<file path="src/rtl/core/assert_macros.svh">
// assertion macros used by the compositing rtl
`ifndef ASSERT_MACROS_SVH
`define ASSERT_MACROS_SVH

// antecedent implies consequent in the same cycle
`define BHLC_ASSERT_SAME(label, ante, cons, msg) \
   label: assert property (@(posedge clock) disable iff (reset) (ante) |-> (cons)) \
      else $error(msg);

// antecedent implies consequent in the next cycle
`define BHLC_ASSERT_NEXT(label, ante, cons, msg) \
   label: assert property (@(posedge clock) disable iff (reset) (ante) |=> (cons)) \
      else $error(msg);

`endif

</file>
<file path="src/rtl/core/bhlc_pkg.sv">
// shared types and constants of the behind-layer compositor
package bhlc_pkg;

   // default channel width, unsigned fraction bits
   localparam int CH_BITS_DEF = 16;

   // register port geometry
   localparam int CSR_ADDR_BITS = 4;
   localparam int CSR_DATA_BITS = 32;

   // opacity register
   localparam int OPACITY_BITS = 16;
   localparam logic [OPACITY_BITS-1:0] OPACITY_RESET = '1;

   // register indexes, byte address is four times the index
   localparam logic [1:0] REG_MODE    = 2'd0;
   localparam logic [1:0] REG_OPACITY = 2'd1;
   localparam logic [1:0] REG_MASK_EN = 2'd2;

   // composite modes
   typedef enum logic [1:0] {
      MODE_UNION      = 2'd0,
      MODE_CLIP_BACK  = 2'd1,
      MODE_CLIP_LAYER = 2'd2,
      MODE_INTERSECT  = 2'd3
   } mode_type;

   localparam mode_type MODE_RESET = MODE_UNION;

endpackage

</file>
<file path="src/rtl/core/bhlc_div.sv">
// pipelined restoring divider, one quotient bit per stage
module bhlc_div #(
   parameter int CHANNEL_BITS = bhlc_pkg::CH_BITS_DEF
) (
   input  logic                    clock,
   input  logic                    en,
   input  logic [CHANNEL_BITS-1:0] num_hi,
   input  logic [CHANNEL_BITS-1:0] num_lo,
   input  logic [CHANNEL_BITS-1:0] den,
   output logic [CHANNEL_BITS-1:0] quo
);

   localparam int CB = CHANNEL_BITS;

   logic [CB-1:0] rem_ff [CB];
   logic [CB-1:0] lo_ff  [CB];
   logic [CB-1:0] den_ff [CB];
   logic [CB-1:0] quo_ff [CB];
   logic [CB-1:0] rem_in [CB];
   logic [CB-1:0] lo_in  [CB];
   logic [CB-1:0] den_in [CB];
   logic [CB-1:0] quo_in [CB];

   genvar k;
   generate
      for (k = 0; k < CB; k++) begin : g_step
         logic [CB-1:0] r_src, l_src, d_src, q_src;
         logic [CB:0]   trial;
         logic          fits;

         // operands come from the port or the previous step
         if (k == 0) begin : g_first
            assign r_src = num_hi;
            assign l_src = num_lo;
            assign d_src = den;
            assign q_src = '0;
         end else begin : g_next
            assign r_src = rem_ff[k-1];
            assign l_src = lo_ff[k-1];
            assign d_src = den_ff[k-1];
            assign q_src = quo_ff[k-1];
         end

         // shift in next dividend bit, subtract when it fits
         assign trial     = {r_src, l_src[CB-1]};
         assign fits      = (trial >= {1'b0, d_src});
         assign rem_in[k] = fits ? CB'(trial - {1'b0, d_src}) : CB'(trial);
         assign lo_in[k]  = l_src << 1;
         assign den_in[k] = d_src;
         assign quo_in[k] = {q_src[CB-2:0], fits};
      end
   endgenerate

   always_ff @(posedge clock) begin
      if (en) begin
         for (int i = 0; i < CB; i++) begin
            rem_ff[i] <= rem_in[i];
            lo_ff[i]  <= lo_in[i];
            den_ff[i] <= den_in[i];
            quo_ff[i] <= quo_in[i];
         end
      end
   end

   assign quo = quo_ff[CB-1];

endmodule

</file>
<file path="config.mk">
export PLATFORM = sky130hd
export DESIGN_NAME = bhlc_div
export DESIGN_NICKNAME = d
export VERILOG_FILES = /design/src/rtl/core/assert_macros.svh /design/src/rtl/core/bhlc_pkg.sv /design/src/rtl/core/bhlc_div.sv
export SDC_FILE = /design/constraint.sdc
export NUM_CORES = 1
export LEC_CHECK = 0
export BUFFER_PORTS_ARGS = -buffer_cell sky130_fd_sc_hd__buf_2
export CORE_UTILIZATION = 30
export DETAILED_ROUTE_END_ITERATION = 7
export HOLD_SLACK_MARGIN = 0.06
export SYNTH_ARGS = -nofsm -noshare
export SYNTH_HDL_FRONTEND = slang
export SYNTH_SLANG_ARGS = --single-unit
</file>
<file path="constraint.sdc">
create_clock -name clock -period 2.55 [get_ports clock]
set_input_delay 0.51 -clock clock [delete_from_list [all_inputs] [get_ports clock]]
set_output_delay 0.51 -clock clock [all_outputs]
set_load 0.1 [all_outputs]
</file>
Word-level counts from Yosys, hierarchy flattened
Memories as Yosys holds them, arrays and structs flattened.
Index checks and enable logic that the tools add are counted.
Widths: inputs -> output; s select.
- add/subtract/negate cells: 16
- $lt $le $gt $ge: 16
- muxes and demuxes: 18
- operators by type and width (kind ; number):
    $ge 17x16->1 ; 16
    $mux 16 ; 16
    $sub 16x16->16 ; 16
    $mux 1 ; 2
- register bits: 0
- RAM bits: 1008
- input bits: 50
- output and inout port bits: 16
- logic and storage cells: 54
- memories kept: 4
- memories (name ; words ; bits a word ; rd ports ; clocked after Yosys merged registers in ; wr ports ; RTL line ; source):
    den_ff ; 16 ; 16 ; 15 ; 0 ; 16 ; bhlc_div.sv:17 ; logic [CB-1:0] den_ff [CB];
    quo_ff ; 16 ; 16 ; 16 ; 0 ; 16 ; bhlc_div.sv:18 ; logic [CB-1:0] quo_ff [CB];
    rem_ff ; 16 ; 16 ; 15 ; 0 ; 16 ; bhlc_div.sv:15 ; logic [CB-1:0] rem_ff [CB];
    lo_ff ; 16 ; 15 ; 15 ; 0 ; 16 ; bhlc_div.sv:16 ; logic [CB-1:0] lo_ff [CB];

Logic depth before layout (Yosys ltp)
An unclocked memory read counts as a cell.
- word-level depth: 3
- gate-level depth with buffers: 12
- mapped depth without buffers: 11

Worst setup path before layout
Ideal clock, no wire load.
- path kind: register to register
- start point: memory den_ff[0][65] (netlist name)
- end point: memory rem_ff[0][88] (netlist name) (data pin)
- library setup time: 0.260 ns
- arrival time: 2.558 ns
- data required time: 2.290 ns
- slack: -0.268 ns
- cell stages (with the launch flop): 13
- path buffers: 2
- period minus slack after synthesis: 2.818 ns
- cell sequence: edfxtp_1 inv_1 ha_1 nor2b_4 o31a_1 o21ai_2 nand2b_2 a21oi_2 a2111oi_2 a2111o_1 buf_6 buf_12 mux2_4
- RTL lines (item ; RTL line):
    start: declaration ; bhlc_div.sv:17
    end: declaration ; bhlc_div.sv:15

==> impl_metrics.py <==
metrics = {
    "status": {
        "outcome": "finished, violations left",
        "violations": "setup timing",
    },
    "die": {
        "placementRows": 128,
        "io_pins": 66,
        "die_y_um": 354,
        "core_area_um2": 122000,
        "start_util_pct": 30.4,
        "die_width_um": 354,
        "die-area_um2": 125000,
    },
    "final_layout": {
        "layout-drive-gt1-share_pct": 36.9,
        "fillers": 11200,
        "multi_input_area_um2": 16400,
        "n_antenna_cell": 0,
        "final_cell_mix": "736 x edfxtp_1, 643 x buf_4, 299 x inv_1, 183 x ha_1, 154 x a21oi_1",
        "final_common_cell": "edfxtp_1",
        "syn_to_final_growth_pct": 38.4,
        "finalNetCount": 4130,
        "regArea_um2": 22100,
        "final_area_um2": 51400,
    },
    "critical_path": {
        "cp_slowest_cell": "edfxtp_1",
        "rr_startpoint": "rem_ff[0][69]",
        "timing_worst_setup_path_type": "reg2reg",
        "worst_path_most_repeated_cell": "buf_12",
        "ff2ff_path_depth": 9,
        "critPathMaxStageDelay_ns": 0.44,
        "path_cells": "ha_4 -> nand2_4 -> nor4_4 -> nand4_1 -> a2111oi_4 -> a2111o_1 -> buf_12 -> buf_12 -> mux2_4",
        "cp-start-kind": "flop",
        "cp-end-kind": "flop",
        "r2r_slack_ns": -0.34,
        "crit_required_ns": 2.95,
        "arrival_ns": 3.29,
        "critPathMaxFanout": 8,
        "r2r-end": "rem_ff[0][88]",
    },
    "place": {
        "dpl_worst_slack_ns": -0.404,
        "placed_area_um2": 44000,
        "dp_hpwl_mm": 57.9,
        "place_congestion": 0.896,
        "io_buffer_count": 65,
    },
    "clock_tree": {
        "insertion_delay_ns": 0.66,
        "cts_tree": "built",
        "htree_num_levels": 3,
        "clkSinkCount": 736,
        "cts_made_buffers": 86,
        "clockBufferDepth": 3,
        "path_clk_slew_ns": 0.05,
        "cts_root_buffer": "clkbuf_16",
    },
    "pwr": {
        "p_leak_uw": 0.0209,
        "p_per_area_nw_per_um2": 1210,
        "peakVddDrop_mv": 0.777,
    },
    "yosys": {
        "yosys.area.top_type": "edfxtp_1",
        "synth_edf_count": 736,
        "postSynth.asyncResetShare_pct": 0,
        "synth_area_um2": 37100,
        "synthCells": 2934,
        "synthFlopType": "edfxtp_1",
        "ys_types": 82,
        "yosysWarnings": 0,
        "synth_area_leaders": "edfxtp_1 60%, ha_1 8.6%, inv_1 3.3%, mux2_2 3.2%, a21oi_1 2.9%",
        "synth_fp_nets": 3255,
        "seq_area_frac_synth_pct": 59.6,
        "synth-seq-cells": 736,
        "avgSynthCellArea_um2": 12.6,
        "synth_top_area_share_pct": 59.6,
    },
    "detailed_routing": {
        "routed_wl_mm": 83.7,
        "ant_nets": 0,
        "met2_length_mm": 44.0,
        "met1_length_mm": 33.8,
        "drt-vias-per-instance": 4.59,
        "firstDrtPassIters": 5,
        "drtIter0Drc": 1100,
        "highest_layer": "met4",
        "drcViolationCount": 0,
        "dr_total_vias": 25200,
        "wl_met3_mm": 2.40,
        "avgRoutedWirePerCell_um": 15.2,
    },
    "timing": {
        "finClkSkew_ns": 0.0231,
        "min_period_over_period_pct": 113,
        "final.setup.tns_ns": -18.52,
        "fin_crit_ns": 2.89,
        "fmax_ghz": 0.346,
        "tightest_slew_ns": 0.538,
        "finalSetupViolCount": 161,
        "rsz0062_at_grt": "true",
        "timing.final.ws_setup_ns": -0.336,
        "finalHoldViolations": 0,
        "max-slew-margin-rel_pct": 64.1,
        "slew_viol_final": 0,
    },
    "hold_path": {
        "hold_path_class": "in2reg",
        "hold_depth": 2,
        "min-delay-start": "den[3]",
        "hold-path-endpoint": "den_ff[0][3]",
    },
    "grt": {
        "antenna_found_initial": 0,
        "grt_max_degree": 76,
        "grtUsageTotal_pct": 12.9,
        "grt_pass1_wl_mm": 131,
        "grt_overflow_total": 0,
        "first_global_vias": 25700,
    },
    "job": {
        "cap_violations": 0,
    },
}
## where the power goes
| part | internal, µW | total [µW] | switching [µW] |
|---|---|---|---|
| logic | 17400 | 31700 | 14300 |
| clock network | 6830 | 11700 | 4890 |
| registers | 17200 | 18900 | 1620 |
| total | 41500 | 62300 | 20800 |
## critical path: cells and delay by family, from the launching register on
kind / cells / cell delay (ns)
multiplexers: 1 / 0.30
AO/OA/AOI/OAI: 2 / 0.60
buffers and inverters: 2 / 0.26
AND/OR/NAND/NOR: 3 / 0.73
adder cells (fa/ha/maj): 1 / 0.32
flip-flops: 1 / 0.44
## state kept, by name (all words and copies together), names as in the netlist
register / count
den_ff: 240
lo_ff: 120
quo_ff: 136
rem_ff: 240
## per-stage QoR
stage	hold WS, ns	total power (µW)	instances	utilization, %
finish	0.125	62300	5499	42.0
global route	0.109	66000	5499	42.0
CTS	0.0836	59800	5419	40.4
detailed placement	0.405	43500	5144	36.0
global placement	0.401	43200	5144	36.0
floorplan	0.400	34300	2934	-
## final cells by class
class / instances / area share, %
clock buffers: 113 / 4.39
repair buffers: 831 / 13.6
clock inverters: 40 / 0.760
flip-flops and latches: 736 / 43.0
well taps: 1625 / 3.96
inverters: 325 / 2.39
multi-input cells: 1829 / 31.9
## Yosys cell counts (all sizes together), types with 5 or more instances
cell     number
edfxtp      736
inv         325
ha          256
a21oi       214
nor2        179
o21ai       177
nand2       156
mux2        121
xnor2        99
a21o         68
xor2         66
o21a         46
nand4        40
nor2b        39
nand3        38
nand2b       35
clkbuf       30
nor3         28
a211oi       23
mux2i        20
a31oi        19
o21bai       19
buf          15
fa           15
o31a         15
o31ai        15
o211ai       14
and3         13
a2111oi      10
a21boi       10
or3          10
nor4          7
and2          5
o2111ai       5
or2           5
## worst max path at each step
| stage | from | endpoint | slack, ns | cells past startpoint |
|---|---|---|---|---|
| 5_1_grt | rem_ff[0][69] | rem_ff[0][89] | -0.48 | 9 |
| 2_1_floorplan | den_ff[0][65] | rem_ff[0][88] | -0.16 | 12 |
| 3_3_place_gp | rem_ff[0][74] | rem_ff[0][86] | -0.42 | 8 |
| 6_report | rem_ff[0][69] | rem_ff[0][88] | -0.34 | 9 |
| 4_1_cts | den_ff[0][66] | rem_ff[0][88] | -0.30 | 13 |
| 3_5_place_dp | rem_ff[0][74] | rem_ff[0][82] | -0.40 | 8 |
## metal layers
layer	vias to the layer above	GRT usage [%]
met2	362	24.1
li1	12600	-
met1	12100	14.4
met4	0	5.69
met3	174	2.03
met5	-	0
## cells by family (layout without fill, tap and decap cells)
group	Yosys count	in the layout	synth area share (%)
flip-flops	736	736	59.6
multiplexers	141	141	4.35
XOR/XNOR	165	165	3.89
AND/OR/NAND/NOR	571	572	7.29
buffers and inverters	370	1309	3.88
AO/OA/AOI/OAI	680	680	11.6
adder cells (fa/ha/maj)	271	271	9.44
## timing repair
action	in CTS	in global routing
endpoints found under the hold margin	26	0
gates cloned	11	4
hold buffers	26	0
gates resized for setup	335	289
endpoints found under the setup margin	223	246
buffers inserted	92	86
pin swaps	88	143
(Power assumes the default switching activity.)
