--- config.mk ---
export PLATFORM = sky130hd
export DESIGN_NAME = bhlc_lane
export DESIGN_NICKNAME = d
export VERILOG_FILES = /design/src/rtl/core/assert_macros.svh /design/src/rtl/core/bhlc_pkg.sv /design/src/rtl/core/bhlc_qmul.sv /design/src/rtl/core/bhlc_lane.sv
export SDC_FILE = /design/constraint.sdc
export NUM_CORES = 2
export LEC_CHECK = 0
export BUFFER_PORTS_ARGS = -buffer_cell sky130_fd_sc_hd__buf_2
export CORE_ASPECT_RATIO = 1.75
export CORE_MARGIN = 2
export CORE_UTILIZATION = 60
export CTS_BUF_LIST = sky130_fd_sc_hd__clkbuf_8
export CTS_CLUSTER_SIZE = 30
export DETAILED_ROUTE_END_ITERATION = 16
export PLACE_DENSITY = 0.77
export SYNTH_ARGS = -nofsm -noshare
export SYNTH_HDL_FRONTEND = slang
export SYNTH_SLANG_ARGS = --single-unit
--- constraint.sdc ---
create_clock -name clock -period 11.9 [get_ports clock]
set_input_delay 1.19 -clock clock [delete_from_list [all_inputs] [get_ports clock]]
set_output_delay 1.19 -clock clock [all_outputs]
set_load 0.01 [all_outputs]
--- src/rtl/core/assert_macros.svh ---
// assertion macros used by the compositing rtl
`ifndef ASSERT_MACROS_SVH
`define ASSERT_MACROS_SVH

// antecedent implies consequent in the same cycle
`define BHLC_ASSERT_SAME(label, ante, cons, msg) \
   label: assert property (@(posedge clock) disable iff (reset) (ante) |-> (cons)) \
      else $error(msg);

// antecedent implies consequent in the next cycle
`define BHLC_ASSERT_NEXT(label, ante, cons, msg) \
   label: assert property (@(posedge clock) disable iff (reset) (ante) |=> (cons)) \
      else $error(msg);

`endif

--- src/rtl/core/bhlc_pkg.sv ---
// shared types and constants of the behind-layer compositor
package bhlc_pkg;

   // default channel width, unsigned fraction bits
   localparam int CH_BITS_DEF = 16;

   // register port geometry
   localparam int CSR_ADDR_BITS = 4;
   localparam int CSR_DATA_BITS = 32;

   // opacity register
   localparam int OPACITY_BITS = 16;
   localparam logic [OPACITY_BITS-1:0] OPACITY_RESET = '1;

   // register indexes, byte address is four times the index
   localparam logic [1:0] REG_MODE    = 2'd0;
   localparam logic [1:0] REG_OPACITY = 2'd1;
   localparam logic [1:0] REG_MASK_EN = 2'd2;

   // composite modes
   typedef enum logic [1:0] {
      MODE_UNION      = 2'd0,
      MODE_CLIP_BACK  = 2'd1,
      MODE_CLIP_LAYER = 2'd2,
      MODE_INTERSECT  = 2'd3
   } mode_type;

   localparam mode_type MODE_RESET = MODE_UNION;

endpackage

--- src/rtl/core/bhlc_qmul.sv ---
// two-stage fixed-point multiply with round to nearest, scaled by 1/(2^n - 1)
module bhlc_qmul #(
   parameter int CHANNEL_BITS = bhlc_pkg::CH_BITS_DEF
) (
   input  logic                    clock,
   input  logic                    en,
   input  logic [CHANNEL_BITS-1:0] op_a,
   input  logic [CHANNEL_BITS-1:0] op_b,
   output logic [CHANNEL_BITS-1:0] prod_q
);

   localparam int CB = CHANNEL_BITS;
   localparam int W  = 2 * CB;
   localparam logic [CB-1:0] MAXV = '1;
   localparam logic [W-1:0]  HALF = W'(MAXV >> 1);

   logic [W-1:0]  prod_in, prod_ff;
   logic [W:0]    est_sum;
   logic [CB:0]   est;
   logic [W:0]    rem;
   logic [CB-1:0] q_in, q_ff;

   // stage one: raw product plus rounding half
   assign prod_in = W'(op_a) * W'(op_b) + HALF;

   // stage two: divide by all-ones, estimate never overshoots, one fix-up
   assign est_sum = {1'b0, prod_ff} + (W + 1)'(prod_ff >> CB);
   assign est     = est_sum[W:CB];
   assign rem     = {1'b0, prod_ff} - ((W + 1)'(est) << CB) + (W + 1)'(est);
   assign q_in    = (rem >= (W + 1)'(MAXV)) ? CB'(est + 1'b1) : CB'(est);

   always_ff @(posedge clock) begin
      if (en) begin
         prod_ff <= prod_in;
         q_ff    <= q_in;
      end
   end

   assign prod_q = q_ff;

endmodule

--- src/rtl/core/bhlc_lane.sv ---
// one colour lane: union mix, lerp toward backdrop and mode select
module bhlc_lane #(
   parameter int CHANNEL_BITS = bhlc_pkg::CH_BITS_DEF
) (
   input  logic                    clock,
   input  logic                    en,
   input  bhlc_pkg::mode_type      mode,
   input  logic [CHANNEL_BITS-1:0] back,
   input  logic [CHANNEL_BITS-1:0] lay,
   input  logic [CHANNEL_BITS-1:0] ratio,
   input  logic [CHANNEL_BITS-1:0] back_alpha,
   output logic [CHANNEL_BITS-1:0] colour
);

   localparam int CB = CHANNEL_BITS;
   localparam logic [CB-1:0] MAXV = '1;

   logic          up;
   logic [CB-1:0] diff;
   logic [CB-1:0] mix_bk, mix_ly, step;
   logic [CB-1:0] bk_ff [2];
   logic [CB-1:0] ly_ff [2];
   logic          up_ff [2];
   logic [CB:0]   mix_sum;
   logic [CB-1:0] mix_sat, lerp;
   logic [CB-1:0] res_in, res_ff;

   // distance between layer and backdrop, with direction
   assign up   = (back >= lay);
   assign diff = up ? (back - lay) : (lay - back);

   bhlc_qmul #(.CHANNEL_BITS(CB)) u_mul_bk (
      .clock(clock), .en(en), .op_a(back), .op_b(ratio), .prod_q(mix_bk)
   );

   bhlc_qmul #(.CHANNEL_BITS(CB)) u_mul_ly (
      .clock(clock), .en(en), .op_a(lay), .op_b(MAXV - ratio), .prod_q(mix_ly)
   );

   bhlc_qmul #(.CHANNEL_BITS(CB)) u_mul_lerp (
      .clock(clock), .en(en), .op_a(diff), .op_b(back_alpha), .prod_q(step)
   );

   // keep operands in step with the multipliers
   always_ff @(posedge clock) begin
      if (en) begin
         bk_ff[0] <= back;
         ly_ff[0] <= lay;
         up_ff[0] <= up;
         bk_ff[1] <= bk_ff[0];
         ly_ff[1] <= ly_ff[0];
         up_ff[1] <= up_ff[0];
      end
   end

   // saturating union sum and lerp result
   assign mix_sum = {1'b0, mix_bk} + {1'b0, mix_ly};
   assign mix_sat = (mix_sum > {1'b0, MAXV}) ? MAXV : mix_sum[CB-1:0];
   assign lerp    = up_ff[1] ? (ly_ff[1] + step) : (ly_ff[1] - step);

   // pick the colour that the mode asks for
   always_comb begin
      unique case (mode)
         bhlc_pkg::MODE_UNION:      res_in = mix_sat;
         bhlc_pkg::MODE_CLIP_LAYER: res_in = lerp;
         bhlc_pkg::MODE_CLIP_BACK:  res_in = bk_ff[1];
         bhlc_pkg::MODE_INTERSECT:  res_in = bk_ff[1];
         default:                   res_in = bk_ff[1];
      endcase
   end

   always_ff @(posedge clock) begin
      if (en) begin
         res_ff <= res_in;
      end
   end

   assign colour = res_ff;

endmodule

After elaboration in Yosys (flattened, before gate mapping)
Memories as Yosys holds them, arrays and structs flattened.
Cells that the tools add are included.
{ "totals": {"output_inout_bits": 16, "regBits": 160, "memories": 3, "elab_cells": 53, "mem_bits_rw": 66} }
{ "op_classes": {"n_eq_ne": 3, "n_addsub": 21, "n_mul": 3, "n_reduce_logical": 2, "n_lt_le_gt_ge": 5, "muxes": 9} }
{ "mem_list": {"columns": ["memory", "depth", "width", "read_ports", "rd_clocked_by_memory_dff", "wr", "line", "text"], "rows": [
  ["bk_ff", 2, 16, 2, 0, 2, "bhlc_lane.sv:21", "logic [CB-1:0] bk_ff [2];"],
  ["ly_ff", 2, 16, 2, 0, 2, "bhlc_lane.sv:22", "logic [CB-1:0] ly_ff [2];"],
  ["up_ff", 2, 1, 2, 0, 2, "bhlc_lane.sv:23", "logic up_ff [2];"]
]} }
{ "ops": {"columns": ["operator", "n"], "rows": [
  ["$add 32x16->33", 3],
  ["$add 33x17->33", 3],
  ["$ge 33x16->1 const B", 3],
  ["$sub 32x33->33", 3],
  ["$add 32x15->32 const B", 3],
  ["$mul 16x16->32", 3],
  ["$mux 16", 6],
  ["$add 16x1->16 const B", 3],
  ["$pmux 16 s3", 1],
  ["$sub 16x16->16", 3],
  ["$add 16x16->17", 1],
  ["$gt 17x16->1 const B", 1],
  ["$add 16x16->16", 1],
  ["$ge 16x16->1", 1],
  ["$sub 16x16->16 const A", 1],
  ["$eq 2x2->1 const B", 2],
  ["$eq 2x1->1 const B", 1],
  ["$logic_not 2->1", 1],
  ["$mux 1", 2],
  ["$reduce_or 2->1", 1]
]} }

Depth between registers and ports, before layout
{ "depth": {"ltp_word": 5, "depth_mapped": 43, "ltp_nobuf": 41} }

Hierarchy
A second synthesis with hierarchy kept.
{ "hier_totals": {"hier_cells": 5215, "hier_area_um2": 46920.0} }
{ "modules_own_cells": {"columns": ["mod", "instances", "area_each_um2", "cells_each"], "rows": [
  ["bhlc_qmul at u_mul_ly", 1, 13678.1, 1557],
  ["bhlc_qmul at u_mul_bk", 1, 13661.9, 1518],
  ["bhlc_qmul at u_mul_lerp", 1, 13444.1, 1523],
  ["bhlc_lane", 1, 6135.9, 617]
]} }

Worst setup path after synthesis
No wires, ideal clock.
{ "synth_path": {"kind": "input to register", "startpoint": "input port back[11]", "endpoint": "register u_mul_lerp.prod_ff[31] (data pin)", "setup_slack_ps": 1144, "required_ps": 11641, "stages": 38, "t_arrival_ps": 10497, "path_cell_list": "clkbuf_1 clkbuf_1 inv_1 ha_1 clkbuf_1 nand2_1 o21ai_0 nor2_1 o21a_1 o211ai_1 nand2_1 inv_2 mux2_2 a22o_1 nor3_1 xnor2_1 clkbuf_1 nand2_1 (+2 left out) fa_1 inv_1 fa_1 fa_1 inv_1 fa_1 inv_1 ha_1 and4_1 a211o_1 o21ai_0 a21oi_1 a41oi_1 a31oi_1 and4_1 a2111oi_0 a21oi_1 xnor2_1"} }
{ "synth_between": {"elab_chain_cells": 4, "elab_cells_between_ends": 6, "cone_classes": "add/sub: 3; mul: 1; order compare: 1; mux: 1"} }
{ "synth_rtl": {"columns": ["element", "line", "text"], "rows": [
  ["start, declared", "bhlc_lane.sv:8", "input logic [CHANNEL_BITS-1:0] back,"],
  ["$sub 16x16->16 or $ge 16x16->1 (tied branches)", "bhlc_lane.sv:30, bhlc_lane.sv:29", null],
  ["$mux 16 *", "bhlc_lane.sv:30", "assign diff = up ? (back - lay) : (lay - back);"],
  ["$mul 16x16->32 *", "bhlc_qmul.sv:24", "assign prod_in = W'(op_a) * W'(op_b) + HALF;"],
  ["$add 32x15->32 *", "bhlc_qmul.sv:24", null],
  ["via u_mul_lerp.prod_in[31]", "bhlc_qmul.sv:17", "logic [W-1:0] prod_in, prod_ff;"],
  ["end signal, assigned", "bhlc_qmul.sv:34", "prod_ff <= prod_in;"],
  ["end, declared", "bhlc_qmul.sv:17", null]
]} }
The timed path passes the listed nets; every way through them passes the cells marked *.
A chain may end at the register's enable or synchronous reset.

Final worst setup path
{ "layout_path": {"startpoint": "input port back[0]", "endpoint": "register u_mul_lerp.prod_ff[31] (data pin)"} }
The elaborated chain is that of the path after synthesis.

==> flow_metrics.tcl <==
set metrics [dict create \
    status "finished clean" \
    n_fill_cell 6559 \
    grt_start_max_net_pins 88 \
    synth_compound_area_share_pct 10.5 \
    hpwl_microns 106000 \
    grt_first_pass_wirelength_microns 202000 \
    ys_seq_area_share_pct 14.7 \
    wl_microns 129000 \
    drtIter0Drc 2595 \
    final_hold_viol_count 0 \
    ys_ff_latch 226 \
    worstHoldPathType "flop to flop" \
    critPathCaptureType "flop" \
    holdBufCountCts 0 \
    cts_tree "yes" \
    die_h_microns 370 \
    dpl_cell_area_sq_mm 0.0475 \
    maxSlewViolCount 0 \
    synthToLayoutAreaGrowth_pct 4.70 \
    register_area_sq_mm 0.00679 \
    fin_setup_tns_ns 0 \
    final_area_sq_mm 0.0482 \
    cpMostUsedCell "fa_1" \
    synthDistinctLibCells 87 \
    vias 36700 \
    antenna_found_initial 7 \
    wl_per_cell_microns 20.9 \
    drive_gt1_share_pct 4.37 \
    dieWidth_microns 213 \
    pin_count 84 \
    synth_simple_gate_area_share_pct 16.7 \
    slowest_stage "xnor2_1" \
    clock-sinks 226 \
    htree_levels 2 \
    gr-usage-all-layers_pct 33.5 \
    clock-root-buffer "clkbuf_8" \
    syn-instance-count 5110 \
    synth_top_family_by_area "adder cells" \
    numCtsBuffers 37 \
    max_clock_freq_mhz 91.2 \
    die_area_sq_mm 0.0791 \
    min_period_over_period_pct 92.2 \
    grt_overflow 0 \
    synth_nets 6391 \
    clk_latency_ns 0.63 \
    ff2ff_path_depth 27 \
    drt-vias-per-instance 5.95 \
    cp.arrival_ns 11.34 \
    grt_pass1_vias 38700 \
    synth_xor_area_share_pct 5.02 \
    detail-route-antenna-nets 0 \
    path_clk_slew_ns 0.07 \
    slew_headroom_pct 10.3 \
    finClkSkew_ns 0.0297 \
    grt_setup_unrepaired "no" \
    num_rows 134 \
    period_needed_ns 10.97 \
    worstSetupPathType "input pin to flop" \
    synthFlopType "edfxtp_1" \
    hold_depth 0 \
    worst_pin_slew_ns 1.34 \
    syn-cell-area_sq_mm 0.0460 \
    finalSetupViolations 0 \
    remaining_drc_errors 0 \
    cts.repair.resized 0 \
    gp_congestion 0.987 \
    core_region_area_sq_mm 0.0761 \
    fin_nets 6401 \
    synth-async-reset-ratio_pct 0 \
    start_kind "input pin" \
    cap_violations 0 \
    yosys_warnings 0 \
    syn_avg_cell_area_sq_um 9.01 \
    initial_core_util_pct 60.5 \
    drtPass1Iterations 6 \
    worstPathMaxFanout 9 \
    critical_path.max_stage_delay_ns 0.98 \
    required_ns 12.27 \
    postCtsSetupBuffers 0 \
    multi_input_area_sq_mm 0.0350 \
    io_buffers 83 \
    synth-edff-count 226 \
    synthAdderAreaFrac_pct 43.2 \
    synthMuxAreaShare_pct 0.598 \
    cts_buffer_depth 3 \
]
[final cells by class]
class / instances / share of cell area, %
multi-input cells: 3751 / 72.6
flip-flops and latches: 226 / 14.1
inverters: 969 / 7.54
well taps: 1020 / 2.65
repair buffers: 135 / 1.69
clock buffers: 37 / 1.06
clock inverters: 27 / 0.366
diodes: 4 / 0.0208
[flip-flops by register name, summed over array words and instances (netlist names)]
| name | flops |
|---|---|
| ly_ff | 32 |
| u_mul_ly.prod_q | 16 |
| bk_ff | 32 |
| u_mul_ly.prod_ff | 32 |
| u_mul_lerp.prod_q | 16 |
| u_mul_lerp.prod_ff | 32 |
| u_mul_bk.prod_q | 16 |
| up_ff | 2 |
| u_mul_bk.prod_ff | 32 |
| colour | 16 |
[Yosys cell counts, drive strengths merged (15+ instances only)]
cell,instances,area [sq um]
a2111oi,23,233
a211oi,20,150
a21o,89,668
a21oi,202,1010
a31oi,29,181
and2,202,1260
and3,59,369
clkbuf,158,594
edfxtp,226,6790
fa,628,12600
ha,585,7320
inv,968,3630
nand2,442,1660
nand2b,223,1400
nand3,84,420
nand4,37,231
nor2,257,965
nor2b,45,282
nor3,66,330
nor4,25,171
o21a,31,233
o21ai,136,681
o21bai,33,248
o22ai,18,113
o31ai,16,134
or3,15,93.8
xnor2,203,1780
xor2,61,534
[logic make-up (layout without fill, tap and decap cells)]
logic type,count (synthesis),after routing
AND/OR/NAND/NOR,1517,1517
XOR/XNOR,264,264
flip-flops,226,226
multiplexers,26,26
AO/OA/AOI/OAI,731,731
other,0,4
adder cells (fa/ha/maj),1213,1213
buffers and inverters,1133,1168
[final timing paths]
check | start | endpoint | slack (ns)
setup reg to reg | u_mul_ly.prod_ff[25] | u_mul_ly.prod_q[1] | 3.30
setup / recovery | back[0] | u_mul_lerp.prod_ff[31] | 0.93
hold / removal | bk_ff[0][9] | bk_ff[0][25] | 0.43
hold reg to reg | bk_ff[0][9] | bk_ff[0][25] | 0.43
[worst max-delay path: cells and delay by family]
kind / cells / cell delay [ns]
AND/OR/NAND/NOR: 4 / 0.78
buffers and inverters: 6 / 0.39
XOR/XNOR: 2 / 1.13
multiplexers: 1 / 0.38
AO/OA/AOI/OAI: 16 / 3.52
adder cells (fa/ha/maj): 9 / 3.93
[stage by stage]
step	hold slack (ns)	cells	setup WS [ns]	utilization [%]
floorplan	0.400	5110	1.14	-
global placement	0.405	6101	0.506	62.4
detailed placement	0.405	6101	0.320	62.4
CTS	0.420	6165	0.974	63.3
global route	0.418	6166	0.156	63.3
finish	0.425	6169	0.930	63.3
[cell usage in the layout (no fill, tap or decap), types with 31 or more instances in the layout]
cell type,instances
nor3_1,65
nor2_1,257
fa_1,628
nor2b_1,45
xor2_1,61
a21o_1,89
o21a_1,31
and2_1,202
o21bai_1,33
nand4_1,37
buf_4,52
edfxtp_1,226
xnor2_1,203
buf_2,82
nand2_1,442
clkbuf_8,37
a21oi_1,201
nand3_1,84
and3_1,59
nand2b_1,223
o21ai_0,133
inv_1,971
ha_1,585
[layer usage]
layer / vias to the layer above / share of wire (%) / wire length, microns / track usage, %
met5: - / 0.020 / 26 / 0
met4: 4 / 8.8 / 11300 / 24.9
met3: 487 / 5.7 / 7340 / 4.11
met2: 1411 / 51 / 65400 / 59.8
met1: 18200 / 35 / 44900 / 36.0
li1: 16600 / - / - / -
Power is left out: the tool's default activity adds up to more than one toggle a clock period on the data nets, which glitch-free logic cannot reach.
