<file path="src/rtl/core/assert_macros.svh">
// assertion macros used by the compositing rtl
`ifndef ASSERT_MACROS_SVH
`define ASSERT_MACROS_SVH

// antecedent implies consequent in the same cycle
`define BHLC_ASSERT_SAME(label, ante, cons, msg) \
   label: assert property (@(posedge clock) disable iff (reset) (ante) |-> (cons)) \
      else $error(msg);

// antecedent implies consequent in the next cycle
`define BHLC_ASSERT_NEXT(label, ante, cons, msg) \
   label: assert property (@(posedge clock) disable iff (reset) (ante) |=> (cons)) \
      else $error(msg);

`endif

</file>
<file path="src/rtl/core/bhlc_pkg.sv">
// shared types and constants of the behind-layer compositor
package bhlc_pkg;

   // default channel width, unsigned fraction bits
   localparam int CH_BITS_DEF = 16;

   // register port geometry
   localparam int CSR_ADDR_BITS = 4;
   localparam int CSR_DATA_BITS = 32;

   // opacity register
   localparam int OPACITY_BITS = 16;
   localparam logic [OPACITY_BITS-1:0] OPACITY_RESET = '1;

   // register indexes, byte address is four times the index
   localparam logic [1:0] REG_MODE    = 2'd0;
   localparam logic [1:0] REG_OPACITY = 2'd1;
   localparam logic [1:0] REG_MASK_EN = 2'd2;

   // composite modes
   typedef enum logic [1:0] {
      MODE_UNION      = 2'd0,
      MODE_CLIP_BACK  = 2'd1,
      MODE_CLIP_LAYER = 2'd2,
      MODE_INTERSECT  = 2'd3
   } mode_type;

   localparam mode_type MODE_RESET = MODE_UNION;

endpackage

</file>
<file path="src/rtl/core/bhlc_qmul.sv">
// two-stage fixed-point multiply with round to nearest, scaled by 1/(2^n - 1)
module bhlc_qmul #(
   parameter int CHANNEL_BITS = bhlc_pkg::CH_BITS_DEF
) (
   input  logic                    clock,
   input  logic                    en,
   input  logic [CHANNEL_BITS-1:0] op_a,
   input  logic [CHANNEL_BITS-1:0] op_b,
   output logic [CHANNEL_BITS-1:0] prod_q
);

   localparam int CB = CHANNEL_BITS;
   localparam int W  = 2 * CB;
   localparam logic [CB-1:0] MAXV = '1;
   localparam logic [W-1:0]  HALF = W'(MAXV >> 1);

   logic [W-1:0]  prod_in, prod_ff;
   logic [W:0]    est_sum;
   logic [CB:0]   est;
   logic [W:0]    rem;
   logic [CB-1:0] q_in, q_ff;

   // stage one: raw product plus rounding half
   assign prod_in = W'(op_a) * W'(op_b) + HALF;

   // stage two: divide by all-ones, estimate never overshoots, one fix-up
   assign est_sum = {1'b0, prod_ff} + (W + 1)'(prod_ff >> CB);
   assign est     = est_sum[W:CB];
   assign rem     = {1'b0, prod_ff} - ((W + 1)'(est) << CB) + (W + 1)'(est);
   assign q_in    = (rem >= (W + 1)'(MAXV)) ? CB'(est + 1'b1) : CB'(est);

   always_ff @(posedge clock) begin
      if (en) begin
         prod_ff <= prod_in;
         q_ff    <= q_in;
      end
   end

   assign prod_q = q_ff;

endmodule

</file>
<file path="config.mk">
export PLATFORM = sky130hd
export DESIGN_NAME = bhlc_qmul
export DESIGN_NICKNAME = d
export VERILOG_FILES = /design/src/rtl/core/assert_macros.svh /design/src/rtl/core/bhlc_pkg.sv /design/src/rtl/core/bhlc_qmul.sv
export SDC_FILE = /design/constraint.sdc
export NUM_CORES = 1
export LEC_CHECK = 0
export BUFFER_PORTS_ARGS = -buffer_cell sky130_fd_sc_hd__buf_2
export CORE_AREA = 2 2 216 218
export CTS_CLUSTER_DIAMETER = 100
export CTS_CLUSTER_SIZE = 40
export DETAILED_ROUTE_END_ITERATION = 16
export DIE_AREA = 0 0 218 220
export PLACE_DENSITY = 0.55
export SYNTH_ARGS = -nofsm -noshare
export SYNTH_HDL_FRONTEND = slang
export SYNTH_SLANG_ARGS = --single-unit
</file>
<file path="constraint.sdc">
create_clock -name clock -period 20.7 [get_ports clock]
set_input_delay 2.07 -clock clock [delete_from_list [all_inputs] [get_ports clock]]
set_output_delay 2.07 -clock clock [all_outputs]
set_load 0.03 [all_outputs]
</file>
# Yosys cells after proc, flatten, opt, wreduce, memory -nomap -nowiden
# Cells that the tools add are included.
# totals
ff_bits	48
latch_bits	0
ramBits	0
romBits	0
inputBits	34
output_inout_bits	16
wordCells	10
n_memories	0
# op_classes
addsub	5
n_mul	1
div_mod_pow	0
magnitude_cmp	1
eq_ne	0
shift	0
n_mux	1
bitwise	0
reduce_logical	0
# op_table
cell	n
32-bit by 16-bit adder with 33-bit output	1
33-bit by 17-bit adder with 33-bit output	1
33-bit by 16-bit >= comparator with 1-bit output, second input constant	1
32-bit by 33-bit subtractor with 33-bit output	1
32-bit by 15-bit adder with 32-bit output, second input constant	1
16-bit by 16-bit multiplier with 32-bit output	1
16-bit by 1-bit adder with 16-bit output, second input constant	1
16-bit two-way mux	1

# Logic depth before layout (Yosys ltp)
# Gate-level depths: netlist of run 1.
# logic_depth
word_depth	5
ltp_mapped	29
depth_no_buf	27

# Least setup slack after synthesis of run 1
# Ideal clock, no wire load.
# synth_timing
path_kind	input port to flip-flop
startpoint	input op_b[7]
endpoint	register prod_ff[31] (data pin)
setup_ps	259
t_arrival_ps	7833
required_ps	20441
setup_slack_ps	12608
cell_stages	22
n_path_buf	2
path_cell_list	clkbuf_1 clkbuf_1 nand2_1 fa_1 inv_1 fa_1 fa_1 fa_1 inv_1 fa_1 inv_1 fa_1 ha_1 nand3_1 or4_1 a31oi_1 a41oi_1 a311oi_1 a21oi_1 o21ai_1 a21oi_1 xnor2_1
# synth_between
elab_chain_len	2
# synth_lines
item	line	text
from (decl)	bhlc_qmul.sv:8	input logic [CHANNEL_BITS-1:0] op_b,
16-bit by 16-bit multiplier with 32-bit output	bhlc_qmul.sv:24	assign prod_in = W'(op_a) * W'(op_b) + HALF;
32-bit by 15-bit adder with 32-bit output	bhlc_qmul.sv:24	
via prod_in[31]	bhlc_qmul.sv:17	logic [W-1:0] prod_in, prod_ff;
to (signal assigned)	bhlc_qmul.sv:34	prod_ff <= prod_in;
to (decl)	bhlc_qmul.sv:17	
# The timed path passes the listed nets, and every way through them passes these cells.
# A chain may end at the register's enable or synchronous reset.

# Worst setup path in the final report of run 1
# layout_timing
startpoint	input op_a[10]
endpoint	register prod_ff[31] (data pin)
# layout_between
elab_chain_len	2
# layout_lines
item	line	text
from (decl)	bhlc_qmul.sv:7	input logic [CHANNEL_BITS-1:0] op_a,
16-bit by 16-bit multiplier with 32-bit output	bhlc_qmul.sv:24	
32-bit by 15-bit adder with 32-bit output	bhlc_qmul.sv:24	
via prod_in[31]	bhlc_qmul.sv:17	
# The timed path passes the listed nets, and every way through them passes these cells.

==> Implementation_results.wiki, run 1 <==
{| class="wikitable"
! Metric !! Value
|-
| Footprint of the multi-input gates || approximately 11000 um^2
|-
| Fraction of synthesized cell area taken by the top area cell type || between 30% and 40%
|-
| GRT Total Usage || roughly 15%
|-
| Register area || approximately 1400 um^2
|-
| Maximum capacitance violations || 0
|-
| Class of the tightest hold or removal check || reg2reg
|-
| DRC errors left || 0
|-
| Most frequent standard cell in the layout excluding fill and tap cells || sky130_fd_sc_hd__inv_1
|-
| Hold-fix buffer count after cts || 0
|-
| Largest clock skew in the final design || approximately 0.015 ns
|-
| Pins Over Slew Limit || 0
|-
| Distinct cell type count of the synthesized netlist || 73
|-
| Top cells by area, synth || sky130_fd_sc_hd__fa_1 31%, sky130_fd_sc_hd__ha_1 16%, sky130_fd_sc_hd__edfxtp_1 11%
|-
| # nets final || a little under 2000
|-
| Yosys reg bits || 48
|-
| Skew-Pair Late Insertion Delay || 0.31 ns
|-
| Arithmetic-cell share of the synthesized area counting full adders, half adders and majority gates || between 40% and 50%
|-
| Setup TNS || 0 ns
|-
| Req. time, crit path || between 20 and 25 ns
|-
| Antenna violations before repair || 0
|-
| Cells after Synth || approximately 1500
|-
| Post-cts gate resize count || 0
|-
| Synth Area in Compound Gates || 10.8%
|-
| TritonCTS clock tree || yes
|-
| Setup violations, final || 0
|-
| Most used DFF post-synth || sky130_fd_sc_hd__edfxtp_1
|-
| CTS H-tree depth || 2
|-
| Multiplexer share of the synthesized area || less than 1%
|-
| WS Path Type || in2reg
|-
| Starting density of the core || between 20% and 30%
|-
| Area of the die || 48000 um^2
|-
| Congestion Overflow GR || 0
|-
| HPWL reported at the end of detailed placement || ~29000 um
|-
| Sequential share of the synthesized area || a little over a tenth
|-
| RSZ-0062 raised after global routing || no
|-
| Global-route wire length before repair || ~57000 um
|-
| Startpoint type of the worst setup path || input pin
|-
| Count of synthesis-stage warnings from yosys || 0
|-
| Placeable core region || ~46000 um^2
|-
| Cell area after synthesis || 13500 um^2
|-
| Number of enable-type register cells in the synthesized netlist || 48
|-
| Clock root buffer || sky130_fd_sc_hd__clkbuf_16
|-
| Max Clock Freq || ~120 MHz
|-
| Clock transition time at the flip-flop clock pins of the worst setup and hold paths || roughly 0.08 ns
|-
| Fill cell instance count of the final layout || between 4000 and 5000
|-
| Port buffer count || 49
|-
| Post-synthesis share of cell area spent on and, or, nand and nor gates || between 10% and 20%
|-
| Number of setup buffers added after CTS || 0
|-
| Cell type with the largest total area after synthesis || sky130_fd_sc_hd__fa_1
|-
| Routed length per instance || 16.6 um
|-
| Num ports || 50
|-
| Final weighted congestion in routability-driven placement || 0.880
|-
| Area Growth Syn to Fin || 6.84%
|-
| Worst slew margin relative to its limit || 27.2%
|-
| Final period util || 39.7%
|-
| Die Wd || around 220 um
|-
| Hold slack final || between 1 and 1.5 ns
|-
| Overall die height || 220 um
|-
| Result of the run || finished, final reports clean
|-
| # clock sinks || 48
|-
| XOR/XNOR Fraction of Synth Area || under 10%
|-
| Detailed Route Iter0 Violations || 636
|-
| Largest buffer count on any clock path || 2
|-
| Main combinational cell family by area after synthesis || adder cells
|-
| Vias in the first global route || ~11000
|-
| Inserted Clock Buffers || 5
|-
| CP Max Fanout || 16
|-
| Syn Nets || slightly below 2000
|-
| Worst EP arrival || slightly above 8 ns
|-
| Worst setup EP type || register
|-
| Ratio of cells with drive above 1 in the final layout || roughly 4.4%
|-
| Detailed-routing iteration count for the pre-antenna-repair pass || 5
|-
| Slew of the pin with the lowest slew margin || around 1.1 ns
|-
| Total via count in the routed design || about 10000
|-
| FP Rows || 79
|-
| Time the final worst path needs with I/O delays and setup || 8.21 ns
|-
| Syn_area_per_cell || about 8.9 um^2
|-
| Share of flip-flops with an asynchronous set or reset || 0%
|-
| Antenna Violating Nets Remaining || 0
|-
| Total Routed Length || 35400 um
|-
| Largest net degree at the start of global routing || between 40 and 50
|-
| Average vias per placed instance || 4.85
|-
| Most used cells in the layout excluding fill and tap cells || 284 x sky130_fd_sc_hd__inv_1, 208 x sky130_fd_sc_hd__fa_1, 205 x sky130_fd_sc_hd__nand2_1
|-
| Final hold violation count || 0
|-
| Number of diodes added for antenna fixing || 0
|}
[per-layer routing]
metal	routed length [um]	GRT usage, %	up-vias
li1	-	-	4933
met1	17500	21.8	5098
met2	15900	24.5	286
met3	1720	1.66	18
met4	255	1.77	0
met5	0	0	-
[stage by stage]
stage | util, % | instances | area [um^2] | setup slack [ns]
detailed placement | 31.1 | 2121 | 14300 | 12.19
global placement | 31.1 | 2121 | 14300 | 12.27
CTS | 31.4 | 2129 | 14400 | 12.53
global route | 31.4 | 2129 | 14400 | 12.11
floorplan | - | 1518 | 13500 | 12.61
finish | 31.4 | 2129 | 14400 | 12.49
[synthesized netlist by cell type, types with 34 or more instances]
cell	count
sky130_fd_sc_hd__nand2_1	205
sky130_fd_sc_hd__clkbuf_1	41
sky130_fd_sc_hd__and2_1	100
sky130_fd_sc_hd__ha_1	174
sky130_fd_sc_hd__inv_1	284
sky130_fd_sc_hd__nor2_1	45
sky130_fd_sc_hd__edfxtp_1	48
sky130_fd_sc_hd__xnor2_1	56
sky130_fd_sc_hd__a21o_1	34
sky130_fd_sc_hd__o21ai_0	34
sky130_fd_sc_hd__fa_1	208
sky130_fd_sc_hd__a21oi_1	46
[sequential cells by signal (all words and copies together) (netlist names)]
register  flops
prod_ff      32
prod_q       16
[cell families after synthesis]
kind of cell | Yosys count
AO/OA/AOI/OAI | 210
XOR/XNOR | 68
adder cells (fa/ha/maj) | 382
buffers and inverters | 337
flip-flops | 48
multiplexers | 6
AND/OR/NAND/NOR | 467
[critical path, cell delays in order]
cell	delay, ns
sky130_fd_sc_hd__buf_2	0.27
sky130_fd_sc_hd__nand2_1	0.13
sky130_fd_sc_hd__fa_1	0.55
sky130_fd_sc_hd__inv_1	0.06
sky130_fd_sc_hd__fa_1	0.56
sky130_fd_sc_hd__fa_1	0.47
sky130_fd_sc_hd__fa_1	0.55
sky130_fd_sc_hd__inv_1	0.05
sky130_fd_sc_hd__fa_1	0.53
sky130_fd_sc_hd__inv_1	0.06
sky130_fd_sc_hd__fa_1	0.48
sky130_fd_sc_hd__ha_1	0.40
sky130_fd_sc_hd__nand3_1	0.10
sky130_fd_sc_hd__or4_1	0.53
sky130_fd_sc_hd__a31oi_1	0.38
sky130_fd_sc_hd__a41oi_1	0.22
sky130_fd_sc_hd__a311oi_1	0.32
sky130_fd_sc_hd__a21oi_1	0.16
sky130_fd_sc_hd__o21ai_1	0.15
sky130_fd_sc_hd__a21oi_1	0.09
sky130_fd_sc_hd__xnor2_1	0.13
[layout make-up]
class / count / area share (%)
timing repair buffer: 49 / 1.70
multi-input combinational: 1133 / 74.6
sequential: 48 / 10.0
inverter: 284 / 7.40
clock inverter: 3 / 0.148
clock buffer: 5 / 0.868
tap: 607 / 5.27
[path summary, 6_finish.rpt]
| path | startpoint | to | slack, ns | depth (start not counted) |
|---|---|---|---|---|
| worst max-delay path | op_a[10] | prod_ff[31] | 12.49 | 21 |
| worst min-delay path | prod_ff[21] | prod_q[5] | 1.01 | 2 |
| worst max register to register | prod_ff[23] | prod_q[7] | 13.90 | 23 |
| worst min register to register | prod_ff[21] | prod_q[5] | 1.01 | 2 |
Power of run 1 is left out: the tool's default activity adds up to more than one toggle a clock period on the data nets, which glitch-free logic cannot reach.
==> inputs of run 2 (changes only) <==
Settings changed: PLACE_DENSITY 0.55 to 0.57.
Clock period 20.7 ns to 7.5 ns, I/O delays scaled along.
==> run 2 against run 1 <==
Worst hold slack worse by 0.036 ns. Critical path depth is 3 higher. Routed wire length is 0.40% lower. Highest routed layer unchanged. Critical endpoint is now prod_q[11]. Sequential share of layout area is 0.10 points lower. Core utilization is 0.33 points higher.
==> Implementation_results.wiki, run 2 (same netlist as run 1, synthesis figures left out) <==
{| class="wikitable"
! Metric !! Value
|-
| FP Rows || 79 (unchanged)
|-
| Detailed-routing iteration count for the pre-antenna-repair pass || 7 (+2)
|-
| Ratio of cells with drive above 1 in the final layout || 5.34% (+0.94 points)
|-
| CTS H-tree depth || 2 (unchanged)
|-
| Final setup margin || 0.582 ns (-11.91 ns)
|-
| Post-place setup slack || 0.303 ns (-11.88 ns)
|-
| Overall die height || 220 um (unchanged)
|-
| Post-cts gate resize count || 0 (unchanged)
|-
| Setup TNS || 0 ns (unchanged)
|-
| Die Wd || 218 um (unchanged)
|-
| Most frequent standard cell in the layout excluding fill and tap cells || sky130_fd_sc_hd__inv_1
|-
| Largest clock skew in the final design || 0.0188 ns (+0.00399 ns)
|-
| Skew-Pair Late Insertion Delay || 0.32 ns (about the same)
|-
| Hold-fix buffer count after cts || 0 (unchanged)
|-
| Top reg by flops || prod_ff
|-
| Internal reg-to-reg setup slack || 0.58 ns (-13.32 ns)
|-
| Slew of the pin with the lowest slew margin || 1.15 ns (+0.0585 ns)
|-
| Placeable core region || 45900 um^2 (unchanged)
|-
| Worst EP arrival || 6.95 ns (-1.31 ns)
|-
| Fill cell instance count of the final layout || 4837 (-1.2%)
|-
| Routed length per instance || 16.4 um (-1.1%)
|-
| Port buffer count || 49 (unchanged)
|-
| Req. time, crit path || 7.53 ns (-13.22 ns)
|-
| HPWL reported at the end of detailed placement || 29700 um (+1.7%)
|-
| Number of flip-flops under the largest register name || 32 (unchanged)
|-
| Largest net degree at the start of global routing || 49 (unchanged)
|-
| Max Clock Freq || 145 MHz
|-
| Average vias per placed instance || 4.87 (+0.32%)
|-
| # nets final || 1951 (+0.72%)
|-
| Result of the run || finished, final reports clean
|-
| Pins Over Slew Limit || 0 (unchanged)
|-
| Total via count in the routed design || 10400 (+0.98%)
|-
| CP Max Fanout || 17 (+1)
|-
| Setup violations, final || 0 (unchanged)
|-
| Number of setup buffers added after CTS || 0 (unchanged)
|-
| Antenna violations before repair || 0 (unchanged)
|-
| WS Path Type || reg2reg
|-
| Endpoint of the worst hold-timing path || prod_q[5]
|-
| Detailed Route Iter0 Violations || 831 (+31%)
|-
| Global-route wire length before repair || 58100 um (+2.0%)
|-
| Number of diodes added for antenna fixing || 0 (unchanged)
|-
| Final period util || ~92%
|-
| DRC errors left || 0 (unchanged)
|-
| Most used cells in the layout excluding fill and tap cells || 284 x sky130_fd_sc_hd__inv_1, 208 x sky130_fd_sc_hd__fa_1, 205 x sky130_fd_sc_hd__nand2_1
|-
| # clock sinks || 48 (unchanged)
|-
| Clock root buffer || sky130_fd_sc_hd__clkbuf_16
|-
| Maximum capacitance violations || 0 (unchanged)
|-
| Num ports || 50 (unchanged)
|-
| Final hold violation count || 0 (unchanged)
|-
| Congestion Overflow GR || 0 (unchanged)
|-
| Vias in the first global route || 10800 (+2.4%)
|-
| Area Growth Syn to Fin || 7.97%
|-
| Antenna Violating Nets Remaining || 0 (unchanged)
|-
| Capture instance of the worst register-to-register path || prod_q[11]
|-
| Class of the tightest hold or removal check || reg2reg
|-
| Worst slew margin relative to its limit || 22.7% (-4.5 points)
|-
| CP startpoint || prod_ff[23]
|-
| Worst-case reg-to-reg path depth || 24 (+4.3%)
|-
| GRT Total Usage || 15.2% (+0.21 points)
|-
| Startpoint of the most critical register-to-register path || prod_ff[23]
|-
| Time the final worst path needs with I/O delays and setup || about 6.9 ns
|-
| Worst setup EP type || register
|-
| Final weighted congestion in routability-driven placement || 0.895 (+1.7%)
|-
| Largest buffer count on any clock path || 2 (unchanged)
|-
| Inserted Clock Buffers || 5 (unchanged)
|-
| Total Routed Length || 35200 um (-0.40%)
|-
| Area of the die || 48000 um^2 (unchanged)
|-
| Startpoint type of the worst setup path || register
|-
| Clock transition time at the flip-flop clock pins of the worst setup and hold paths || 0.08 ns (about the same)
|-
| Start point of the worst min-delay path || prod_ff[21]
|-
| TritonCTS clock tree || yes
|-
| RSZ-0062 raised after global routing || no
|-
| Starting density of the core || 29.4% (unchanged)
|-
| Hold depth || 2 (unchanged)
|}
run 2: cell count changes in the layout (fill, tap and decap cells not counted):
cell                        previous run  this run
sky130_fd_sc_hd__bufinv_16             0         2
sky130_fd_sc_hd__clkinv_1              1         0
sky130_fd_sc_hd__inv_6                 2         1
sky130_fd_sc_hd__buf_4                 0        14
run 2: per-stage QoR:
stage,utilization [%],instances,hold WS (ns),instance area (um^2)
finish,31.8,2143,0.972,14600
global route,31.8,2143,0.997,14600
floorplan,-,1518,0.795,13500
CTS,31.8,2143,0.969,14600
global placement,31.3,2135,0.959,14400
detailed placement,31.3,2135,0.956,14400
run 2: cell type report:
class,instances,area (um^2),area share (%)
Clock buffer,5,125,0.859
Tap cell,607,759,5.21
Sequential cell,48,1440,9.90
Timing Repair Buffer,63,350,2.41
Multi-Input combinational cell,1133,10800,73.8
Clock inverter,3,68.8,0.473
Inverter,284,1070,7.32
run 2: routing by layer:
| metal | global-route usage (%) | up-vias | routed length, um |
|---|---|---|---|
| met3 | 1.56 | 64 | 1520 |
| li1 | - | 4966 | - |
| met1 | 19.7 | 5109 | 15700 |
| met5 | 0 | - | 0 |
| met4 | 4.20 | 0 | 911 |
| met2 | 26.7 | 297 | 17100 |
run 2: worst max-delay path, stage by stage, from the launching register on:
cell and delay, ns:
sky130_fd_sc_hd__edfxtp_1 0.51, sky130_fd_sc_hd__ha_1 0.37, sky130_fd_sc_hd__a2111oi_0 0.37, sky130_fd_sc_hd__a31oi_1 0.19, sky130_fd_sc_hd__or2_2 0.39, sky130_fd_sc_hd__nor2b_1 0.18, sky130_fd_sc_hd__and2_1 0.21, sky130_fd_sc_hd__nand2_1 0.10
sky130_fd_sc_hd__nor2_1 0.06, sky130_fd_sc_hd__and2_1 0.16, sky130_fd_sc_hd__ha_1 0.41, sky130_fd_sc_hd__inv_1 0.08, sky130_fd_sc_hd__ha_1 0.28, sky130_fd_sc_hd__inv_1 0.04, sky130_fd_sc_hd__ha_1 0.45, sky130_fd_sc_hd__nand3_1 0.18
sky130_fd_sc_hd__or3b_1 0.43, sky130_fd_sc_hd__o2111ai_1 0.14, sky130_fd_sc_hd__a21oi_2 0.09, sky130_fd_sc_hd__nor4_1 0.59, sky130_fd_sc_hd__o21ai_0 0.31, sky130_fd_sc_hd__a2111oi_4 0.42, sky130_fd_sc_hd__nand4_4 0.33, sky130_fd_sc_hd__nand4_1 0.22
sky130_fd_sc_hd__xnor2_1 0.13
run 2: worst max path at each step:
| stage | to | slack (ns) | cells past startpoint |
|---|---|---|---|
| CTS | prod_q[11] | 0.61 | 24 |
| global placement | prod_ff[31] | 0.44 | 23 |
| floorplan | prod_ff[31] | 0.73 | 22 |
| global route | prod_q[11] | 0.1 | 24 |
| detailed placement | prod_ff[31] | 0.30 | 23 |
| finish | prod_q[11] | 0.58 | 24 |
Power of run 2 is left out for the same reason.
==> inputs of run 3 (changes only) <==
--- a/config.mk
+++ b/config.mk
@@ -7,10 +7,10 @@
 export LEC_CHECK = 0
 export BUFFER_PORTS_ARGS = -buffer_cell sky130_fd_sc_hd__buf_2
-export CORE_AREA = 2 2 216 218
+export CORE_AREA = 2 2 155 157
 export CTS_CLUSTER_DIAMETER = 100
 export CTS_CLUSTER_SIZE = 40
 export DETAILED_ROUTE_END_ITERATION = 16
-export DIE_AREA = 0 0 218 220
-export PLACE_DENSITY = 0.57
+export DIE_AREA = 0 0 157 159
+export PLACE_DENSITY = 0.89
 export SYNTH_ARGS = -nofsm -noshare
 export SYNTH_HDL_FRONTEND = slang
==> constraint.sdc (replaced) <==
create_clock -name clock -period 7.5 [get_ports clock]
set_input_delay 0.375 -clock clock [delete_from_list [all_inputs] [get_ports clock]]
set_output_delay 0.375 -clock clock [all_outputs]
set_load 0.03 [all_outputs]
==> run 3 against run 2 <==
Global-route usage rose by 12 points. Via count increased by 5.4%. Die area fell by 48%. Cell area is 3.2% lower. Register-to-register slack improved by 0.13 ns. First-iteration DRC count increased by 22%. Routed wire length decreased by 6.8%. Maximum frequency up 1.9%.
==> Implementation_results.wiki, run 3 (same netlist as run 1, synthesis figures left out) <==
{| class="wikitable"
! Metric !! Value
|-
| Result of the run || finished, final reports clean
|-
| HPWL reported at the end of detailed placement || 26900 um (-9.2%)
|-
| Worst setup EP type || register
|-
| Final period util || 90.5% (-1.7 points)
|-
| Startpoint type of the worst setup path || register
|-
| Family with the most delay on the worst path || simple AND/OR/NAND/NOR gates
|-
| Largest buffer count on any clock path || 2 (unchanged)
|-
| Port buffer count || 49 (unchanged)
|-
| Cell with the most instances on the worst path || sky130_fd_sc_hd__ha_1
|-
| Most frequent standard cell in the layout excluding fill and tap cells || sky130_fd_sc_hd__inv_1
|-
| Ratio of cells with drive above 1 in the final layout || 4.47% (-0.87 points)
|-
| Time the final worst path needs with I/O delays and setup || 6.79 ns (-0.130 ns)
|-
| Slew of the pin with the lowest slew margin || 1.13 ns (-0.0228 ns)
|-
| Routed length per instance || 17.8 um (+8.5%)
|-
| Slowest library cell on the worst path || sky130_fd_sc_hd__ha_1
|-
| Final weighted congestion in routability-driven placement || 0.980 (+9.5%)
|-
| # nets final || 1937 (-0.72%)
|-
| Detailed Route Iter0 Violations || 1016 (+22%)
|-
| Detailed-routing iteration count for the pre-antenna-repair pass || 7 (unchanged)
|-
| DRC errors left || 0 (unchanged)
|-
| Overall die height || 159 um (-28%)
|-
| Average vias per placed instance || 5.98 (+23%)
|-
| Num ports || 50 (unchanged)
|-
| Number of flip-flops under the largest register name || 32 (unchanged)
|-
| CTS H-tree depth || 2 (unchanged)
|-
| Max Clock Freq || 147 MHz (+1.9%)
|-
| Hold slack final || 0.539 ns (-0.432 ns)
|-
| Worst EP arrival || 6.83 ns (-0.12 ns)
|-
| Global-route wire length before repair || 54300 um (-6.5%)
|-
| Starting density of the core || 58.2% (+29 points)
|-
| Critical path buffer and inverter count || 3 (+1)
|-
| Post-cts gate resize count || 0 (unchanged)
|-
| Pins Over Slew Limit || 0 (unchanged)
|-
| CP Max Fanout || 17 (unchanged)
|-
| Total via count in the routed design || 11000 (+5.4%)
|-
| Class of the tightest hold or removal check || in2reg
|-
| Setup violations, final || 0 (unchanged)
|-
| Top reg by flops || prod_ff
|-
| Setup TNS || 0 ns (unchanged)
|-
| Placeable core region || 23200 um^2 (-49%)
|-
| Vias in the first global route || 11700 (+7.9%)
|-
| Antenna Violating Nets Remaining || 0 (unchanged)
|-
| Final hold violation count || 0 (unchanged)
|-
| Skew-Pair Late Insertion Delay || 0.31 ns (about the same)
|-
| Die Wd || 157 um (-28%)
|-
| GRT Total Usage || 26.9% (+12 points)
|-
| Largest clock skew in the final design || 0.0164 ns (-0.00242 ns)
|-
| Area Growth Syn to Fin || 4.52%
|-
| Most used cells in the layout excluding fill and tap cells || 284 x sky130_fd_sc_hd__inv_1, 208 x sky130_fd_sc_hd__fa_1, 205 x sky130_fd_sc_hd__nand2_1
|-
| Req. time, crit path || 7.54 ns (about the same)
|-
| RSZ-0062 raised after global routing || no
|-
| Clock transition time at the flip-flop clock pins of the worst setup and hold paths || 0.08 ns (about the same)
|-
| Maximum capacitance violations || 0 (unchanged)
|-
| Hold-fix buffer count after cts || 0 (unchanged)
|-
| Inserted Clock Buffers || 5 (unchanged)
|-
| Antenna violations before repair || 0 (unchanged)
|-
| Fill cell instance count of the final layout || 1861 (-62%)
|-
| Number of setup buffers added after CTS || 0 (unchanged)
|-
| Congestion Overflow GR || 0 (unchanged)
|-
| # clock sinks || 48 (unchanged)
|-
| Largest net degree at the start of global routing || 49 (unchanged)
|-
| Clock root buffer || sky130_fd_sc_hd__clkbuf_16
|-
| TritonCTS clock tree || yes
|-
| Area of the die || 25000 um^2 (-48%)
|-
| FP Rows || 56 (-29%)
|-
| Total Routed Length || 32800 um (-6.8%)
|-
| WS Path Type || reg2reg
|-
| Number of diodes added for antenna fixing || 0 (unchanged)
|-
| Critical path's largest stage delay || 0.54 ns (-0.05 ns)
|-
| Worst slew margin relative to its limit || 24.8% (+2.1 points)
|}
==> run 3: final timing paths <==
path | endpoint | start | slack, ns | cells past startpoint
max | prod_q[12] | prod_ff[18] | 0.71 | 26
min | prod_ff[0] | op_b[0] | 0.54 | 2
min reg2reg | prod_q[10] | prod_ff[26] | 0.94 | 2
max reg2reg | prod_q[12] | prod_ff[18] | 0.71 | 26
==> run 3: final cells by class <==
| type | instances | area (um^2) | area share, % |
|---|---|---|---|
| clock inverters | 3 | 68.8 | 0.488 |
| well taps | 319 | 399 | 2.83 |
| multi-input cells | 1133 | 10800 | 76.3 |
| flip-flops and latches | 48 | 1440 | 10.2 |
| repair buffers | 49 | 245 | 1.74 |
| inverters | 284 | 1070 | 7.56 |
| clock buffers | 5 | 125 | 0.887 |
==> run 3: through the flow <==
stage / setup slack, ns / std cells / utilization, % / cell area, um^2
final: 0.712 / 1841 / 60.8 / 14100
after global routing: 0.350 / 1841 / 60.8 / 14100
after CTS: 0.842 / 1841 / 60.8 / 14100
after detailed placement: 0.635 / 1833 / 60.0 / 13900
after global placement: 0.873 / 1833 / 60.0 / 13900
after floorplan: 1.10 / 1518 / - / 13500
==> run 3: worst reg2reg max path, delay by kind of cell, from the launching register on <==
| kind | cells | cell delay [ns] |
|---|---|---|
| compound gates | 9 | 1.93 |
| xor+xnor | 1 | 0.13 |
| flops | 1 | 0.50 |
| buf+inv | 3 | 0.24 |
| fa+ha+maj | 4 | 1.59 |
| simple gates | 9 | 2.17 |
==> run 3: per-layer routing <==
layer | vias up | part of all wire, % | global-route usage (%)
li1 | 4938 | - | -
met3 | 120 | 7.0 | 2.80
met5 | - | 0 | 0
met4 | 0 | 4.2 | 10.8
met2 | 551 | 51 | 48.0
met1 | 5392 | 38 | 33.2
Power of run 3 is left out for the same reason.
